### src/rtl/core/prap_pkg.sv
// ----------------------------------------------------------------------------
// prap_pkg: shared types and constants for the pivot rotation block
// Word formats, datapath widths, the CORDIC arctangent table and gain.
// ----------------------------------------------------------------------------
package prap_pkg;

    // coordinate and angle formats (Q16.16 coordinates, binary angle)
    localparam int COORD_WIDTH   = 32;
    localparam int ANGLE_WIDTH   = 32;
    localparam int CORDIC_STAGES = 24;
    localparam int GUARD_BITS    = 8;

    // difference vector after quadrant fold, exact incl. negation
    localparam int DIFF_W = COORD_WIDTH + 2;
    // cordic x/y: guard bits, sqrt(2) and cordic growth plus margin
    localparam int XW     = DIFF_W + GUARD_BITS + 2;
    // residual angle
    localparam int ZW     = ANGLE_WIDTH + 2;
    // stage index covers the whole arctangent table
    localparam int STAGE_IDX_W = 6;

    // gain constant 0.6072529350 in Q30
    localparam int GAIN_FRAC = 30;
    localparam logic [GAIN_FRAC-1:0] GAIN_Q30 = 30'd652032874;
    // gain pipeline depth
    localparam int GAIN_LAT = 4;
    // scaled gain output width
    localparam int GW = XW - GUARD_BITS + 2;
    // pivot plus scaled value before saturation
    localparam int SW = GW + 1;

    typedef enum logic [1:0] {
        QUAD_0,
        QUAD_90,
        QUAD_180,
        QUAD_270
    } quadrant_t;

    typedef struct packed {
        logic signed [COORD_WIDTH-1:0] pivot_x;
        logic signed [COORD_WIDTH-1:0] pivot_y;
        logic signed [COORD_WIDTH-1:0] target_x;
        logic signed [COORD_WIDTH-1:0] target_y;
        logic [ANGLE_WIDTH-1:0]        turn_angle;
    } point_t;

    typedef struct packed {
        logic signed [COORD_WIDTH-1:0] rotated_x;
        logic signed [COORD_WIDTH-1:0] rotated_y;
        logic                          overflow;
    } result_t;

    // one cordic pipeline stage: vector, residual angle and pivot
    typedef struct packed {
        logic                          valid;
        logic signed [XW-1:0]          x;
        logic signed [XW-1:0]          y;
        logic signed [ZW-1:0]          z;
        logic signed [COORD_WIDTH-1:0] px;
        logic signed [COORD_WIDTH-1:0] py;
    } cordic_t;

    // arctangent of 2^-i in turn units (2^32 per turn)
    function automatic logic [ANGLE_WIDTH-1:0] atan_turn(input logic [STAGE_IDX_W-1:0] idx);
        logic [ANGLE_WIDTH-1:0] a;
        case (idx)
            6'd0:    a = 32'h2000_0000;
            6'd1:    a = 32'h12E4_051E;
            6'd2:    a = 32'h09FB_385B;
            6'd3:    a = 32'h0511_11D4;
            6'd4:    a = 32'h028B_0D43;
            6'd5:    a = 32'h0145_D7E1;
            6'd6:    a = 32'h00A2_F61E;
            6'd7:    a = 32'h0051_7C55;
            6'd8:    a = 32'h0028_BE53;
            6'd9:    a = 32'h0014_5F2F;
            6'd10:   a = 32'h000A_2F98;
            6'd11:   a = 32'h0005_17CC;
            6'd12:   a = 32'h0002_8BE6;
            6'd13:   a = 32'h0001_45F3;
            6'd14:   a = 32'h0000_A2FA;
            6'd15:   a = 32'h0000_517D;
            6'd16:   a = 32'h0000_28BE;
            6'd17:   a = 32'h0000_145F;
            6'd18:   a = 32'h0000_0A30;
            6'd19:   a = 32'h0000_0518;
            6'd20:   a = 32'h0000_028C;
            6'd21:   a = 32'h0000_0146;
            6'd22:   a = 32'h0000_00A3;
            6'd23:   a = 32'h0000_0051;
            6'd24:   a = 32'h0000_0029;
            6'd25:   a = 32'h0000_0014;
            6'd26:   a = 32'h0000_000A;
            6'd27:   a = 32'h0000_0005;
            6'd28:   a = 32'h0000_0003;
            6'd29:   a = 32'h0000_0001;
            6'd30:   a = 32'h0000_0001;
            default: a = '0;
        endcase
        return a;
    endfunction

endpackage

### src/rtl/core/prap_gain.sv
// ----------------------------------------------------------------------------
// prap_gain: CORDIC gain compensation for one component
// round(v * GAIN_Q30 / 2^(30+GUARD_BITS)), ties away from zero, four stages.
// ----------------------------------------------------------------------------
module prap_gain
    import prap_pkg::*;
(
    input  logic                 clk,
    input  logic                 en,
    input  logic signed [XW-1:0] v,
    output logic signed [GW-1:0] scaled
);

    localparam int HI_W   = XW - GAIN_FRAC;
    localparam int HIP_W  = HI_W + GAIN_FRAC;
    localparam int LOP_W  = 2 * GAIN_FRAC;
    localparam int SUM_W  = HIP_W + 1;
    localparam int T_W    = SUM_W - GUARD_BITS;

    logic                    neg1_reg;
    logic [XW-1:0]           mag_reg;
    logic                    neg2_reg;
    logic [HIP_W-1:0]        hi_prod_reg;
    logic [GAIN_FRAC-1:0]    lo_part_reg;
    logic                    neg3_reg;
    logic [SUM_W-1:0]        sum_reg;
    logic signed [GW-1:0]    scaled_reg;

    logic [XW-1:0]           mag_next;
    logic [HIP_W-1:0]        hi_prod_next;
    logic [LOP_W-1:0]        lo_prod;
    logic [SUM_W-1:0]        sum_next;
    logic [T_W-1:0]          t_mag;
    logic signed [GW-1:0]    scaled_next;

    // sign and magnitude
    assign mag_next = v[XW-1] ? XW'(-v) : XW'(v);

    // split product: high and low parts of the magnitude, split at GAIN_FRAC
    assign hi_prod_next = HIP_W'(mag_reg[XW-1:GAIN_FRAC]) * HIP_W'(GAIN_Q30);
    assign lo_prod      = LOP_W'(mag_reg[GAIN_FRAC-1:0]) * LOP_W'(GAIN_Q30);

    // recombine and add the rounding half
    assign sum_next = SUM_W'(hi_prod_reg) + SUM_W'(lo_part_reg)
                    + SUM_W'(1 << (GUARD_BITS - 1));

    // drop guard bits and restore the sign
    assign t_mag       = sum_reg[SUM_W-1:GUARD_BITS];
    assign scaled_next = neg3_reg ? -signed'(GW'(t_mag)) : signed'(GW'(t_mag));

    always_ff @(posedge clk)
    begin
        if (en)
        begin
            neg1_reg    <= v[XW-1];
            mag_reg     <= mag_next;
            neg2_reg    <= neg1_reg;
            hi_prod_reg <= hi_prod_next;
            lo_part_reg <= lo_prod[LOP_W-1:GAIN_FRAC];
            neg3_reg    <= neg2_reg;
            sum_reg     <= sum_next;
            scaled_reg  <= scaled_next;
        end
    end

    assign scaled = scaled_reg;

endmodule

### config.mk
export PLATFORM = sky130hd
export DESIGN_NAME = prap_gain
export DESIGN_NICKNAME = d
export VERILOG_FILES = /design/src/rtl/core/prap_pkg.sv /design/src/rtl/core/prap_gain.sv
export SDC_FILE = /design/constraint.sdc
export NUM_CORES = 2
export LEC_CHECK = 0
export ABC_CLOCK_PERIOD_IN_PS = 7800
export BUFFER_PORTS_ARGS = -buffer_cell sky130_fd_sc_hd__buf_2
export CAP_MARGIN = 40
export CORE_MARGIN = 2
export CORE_UTILIZATION = 40
export DETAILED_ROUTE_END_ITERATION = 8
export SYNTH_ARGS = -nofsm -noshare
export SYNTH_HDL_FRONTEND = slang
export SYNTH_SLANG_ARGS = --single-unit
### constraint.sdc
create_clock -name clk -period 7.8 [get_ports clk]
set_input_delay 0.78 -clock clk [delete_from_list [all_inputs] [get_ports clk]]
set_output_delay 0.78 -clock clk [all_outputs]
set_load 0.01 [all_outputs]
==> run summary <==
Mapped Cells -> 3012
Layout cells sized above 1 -> 0.0613
CP delay by family, top -> adder cells
Final Slew Violations -> 0
Area added between synthesis and finish -> 8.10%
Clock tree buffer depth -> 2
Setup TNS -> 0 ns
Top post-synthesis cells by area -> fa_1, ha_1, edfxtp_1
DRC -> 0
Core area -> 82000 µm²
N_diodes -> 0
RSZ-0062 raised after global routing -> no
Initial antenna violation count -> 0
Post-route setup slack -> 0.375 ns
CP max FO -> 7
Largest net degree at the start of global routing -> 75
Critical path's slowest cell -> edfxtp_1
CP Buf/Inv Count -> 3
Cts hold-fix bufs -> 0
Syn_area_per_cell -> 11.0 µm²
Endpoints failing hold -> 0
Top cell type's share of synthesized area -> 0.349
Placed insts -> 4179
CP dominant cell by count -> fa_1
DIE HEIGHT -> 292 µm
Post-synth top area cell -> fa_1
Most common cell in the synthesized netlist -> inv_1
First DRT Iteration DRCs -> 1458
Fmax -> 135 MHz
I/O pins -> 84
Slew HR -> 0.441
Synthesized-area fraction occupied by adder cells -> 0.553
CTS buffer count -> 17
CP Depth -> 20
DR pass1 iterations -> 6
R2r endpoint -> lo_part_reg[28]
Port Buffers -> 83
Htree depth -> 4
Cell count of the worst reg-to-reg path -> 20
Post-route insts no fill -> 4217
Cell Area, Synth -> 33100 µm²
Register bit total from synthesis -> 194
Cell Rows -> 105
WL final -> 86100 µm
Max reg flops -> 44
Crit Path Class -> reg2reg
GPL Wtd Cong -> 0.959
Status -> finished clean
Tightest Hold Check Type -> reg2reg
CTS sink cnt -> 194
Number of global-route vias before repair -> 22.4k
Cell Chain, Critical Path -> inv_1 > fa_1 > fa_1 > inv_1 > fa_1 > fa_1 > fa_1 > fa_1 > fa_1 > ha_1 > ha_1 > a21o_1 > a21o_1 > a221oi_1 > o21ai_0 > a21oi_1 > buf_4 > o2111ai_1 > a31oi_1 > xnor2_1
Post-route minimum period -> 7.42 ns
Synthesis Warnings -> 0
Largest family of logic cells by synthesized area -> adder cells
Clock-pin slew on the worst setup and hold paths -> 0.09 ns
Finished Core Util -> 0.436
Vias per std cell -> 5.14
Compound-Gate Fraction of Synth Area -> 0.0825
Type of origin of the critical path -> flip-flop
Initial Util -> 0.403
Fillers -> 7817
Die X -> 292 µm
Layout Skew -> 0.0249 ns
Sequential area share after synthesis -> 0.176
WP data required -> 8.02 ns
CTS root buf -> clkbuf_16
Critical path startpoint -> mag_reg[16]
DR vias -> 21.7k
Post-synthesis mux area share -> 0.000946
Commonest cells post-synth -> inv_1, fa_1, ha_1, edfxtp_1, xnor2_1
HPWL Detailed -> 75800 µm
Post-route ant nets -> 0
CP peak stage delay -> 0.74 ns
Slew @ Worst Pin -> 0.838 ns
Avg WL per Cell -> 20.4 µm
First-pass GRT wire length -> 134000 µm
Die ar. -> 85000 µm²
Post-synth EDFFs -> 194
Post-Synth XOR/XNOR Area -> 0.0442
Net Count, Synth -> 4173
Final setup viols -> 0
Worst R2R Setup Slack -> 0.38 ns
Main flop type after synthesis -> edfxtp_1
Worst EP arrival -> 7.64 ns
Synth unique cells -> 71
Skew-Pair Late Insertion Delay -> 0.49 ns
Total Nets Final -> 4295
Max Cap Viol -> 0
Dpl ws -> 0.178 ns
Final worst path period share -> 0.952
CTS tree -> done
Asr flop ratio synth -> 0
CP endpoint -> lo_part_reg[28]
Crit. End Element -> flip-flop
Simple-gate share of the synthesized area -> 0.0544
GRT Total Usage -> 0.208
Grt total ovfl -> 0
Reg2reg start -> mag_reg[16]
==> stage by stage <==
step	hold WS, ns	instance area [µm²]
after floorplan	0.400	33100
after global placement	0.404	35000
after detailed placement	0.407	35100
after CTS	0.420	35700
after global routing	0.433	35700
final	0.415	35700
==> cell usage in the layout, fill, tap and decap left out, drive strengths merged, types with 8 or more instances in the layout <==
cell / instances
nor2b: 11
a21o: 55
xor2: 27
o21ai: 83
o21bai: 15
or3: 13
a2111oi: 9
fa: 576
and3: 11
ha: 539
o41ai: 18
nand3: 38
nand2b: 15
nor4: 11
buf: 131
a221oi: 8
o31ai: 25
a21oi: 106
edfxtp: 194
xnor2: 140
or4: 12
nor3: 24
a31oi: 11
and2: 9
nand2: 110
a211oi: 12
nor2: 52
inv: 757
nand4: 23
o211ai: 12
clkbuf: 18
==> per-layer routing <==
metal,vias up,share of wire,track usage
met5,-,0,0
met1,10900,0.49,0.314
met4,0,0.017,0.0392
li1,10100,-,-
met3,70,0.067,0.0445
met2,581,0.43,0.308
==> worst min-delay path by stage <==
stage              from  endpoint  depth (start not counted)
3_5_place_dp   neg2_reg  neg3_reg                          0
6_report       neg2_reg  neg3_reg                          0
4_1_cts        neg2_reg  neg3_reg                          0
5_1_grt        neg2_reg  neg3_reg                          0
2_1_floorplan  neg1_reg  neg2_reg                          0
3_3_place_gp   neg2_reg  neg3_reg                          0
==> area by class of cell <==
cell class              count  area [µm²]  share of cell area
well taps                1070        1340              0.0374
inverters                 751        2830              0.0791
clock inverters            15         183             0.00511
flip-flops and latches    194        5830               0.163
multi-input cells        2037       24300               0.680
clock buffers              17         425              0.0119
repair buffers            133         828              0.0232
==> cell families (layout without fill, tap and decap cells) <==
logic type,Yosys count,in the layout
fa+ha+maj,1115,1115
buf+inv,781,916
compound gates,402,402
simple gates,350,350
flops,194,194
xor+xnor,167,167
mux,3,3
==> timing repair <==
action | in CTS | in global routing
gates resized for setup | 0 | 8
setup buffers | 0 | 6
hold endpoints to repair | 0 | 0
endpoints found under the setup margin | 0 | 12
Power is left out: the tool's default activity adds up to more than one toggle a clock period on the data nets, which glitch-free logic cannot reach.
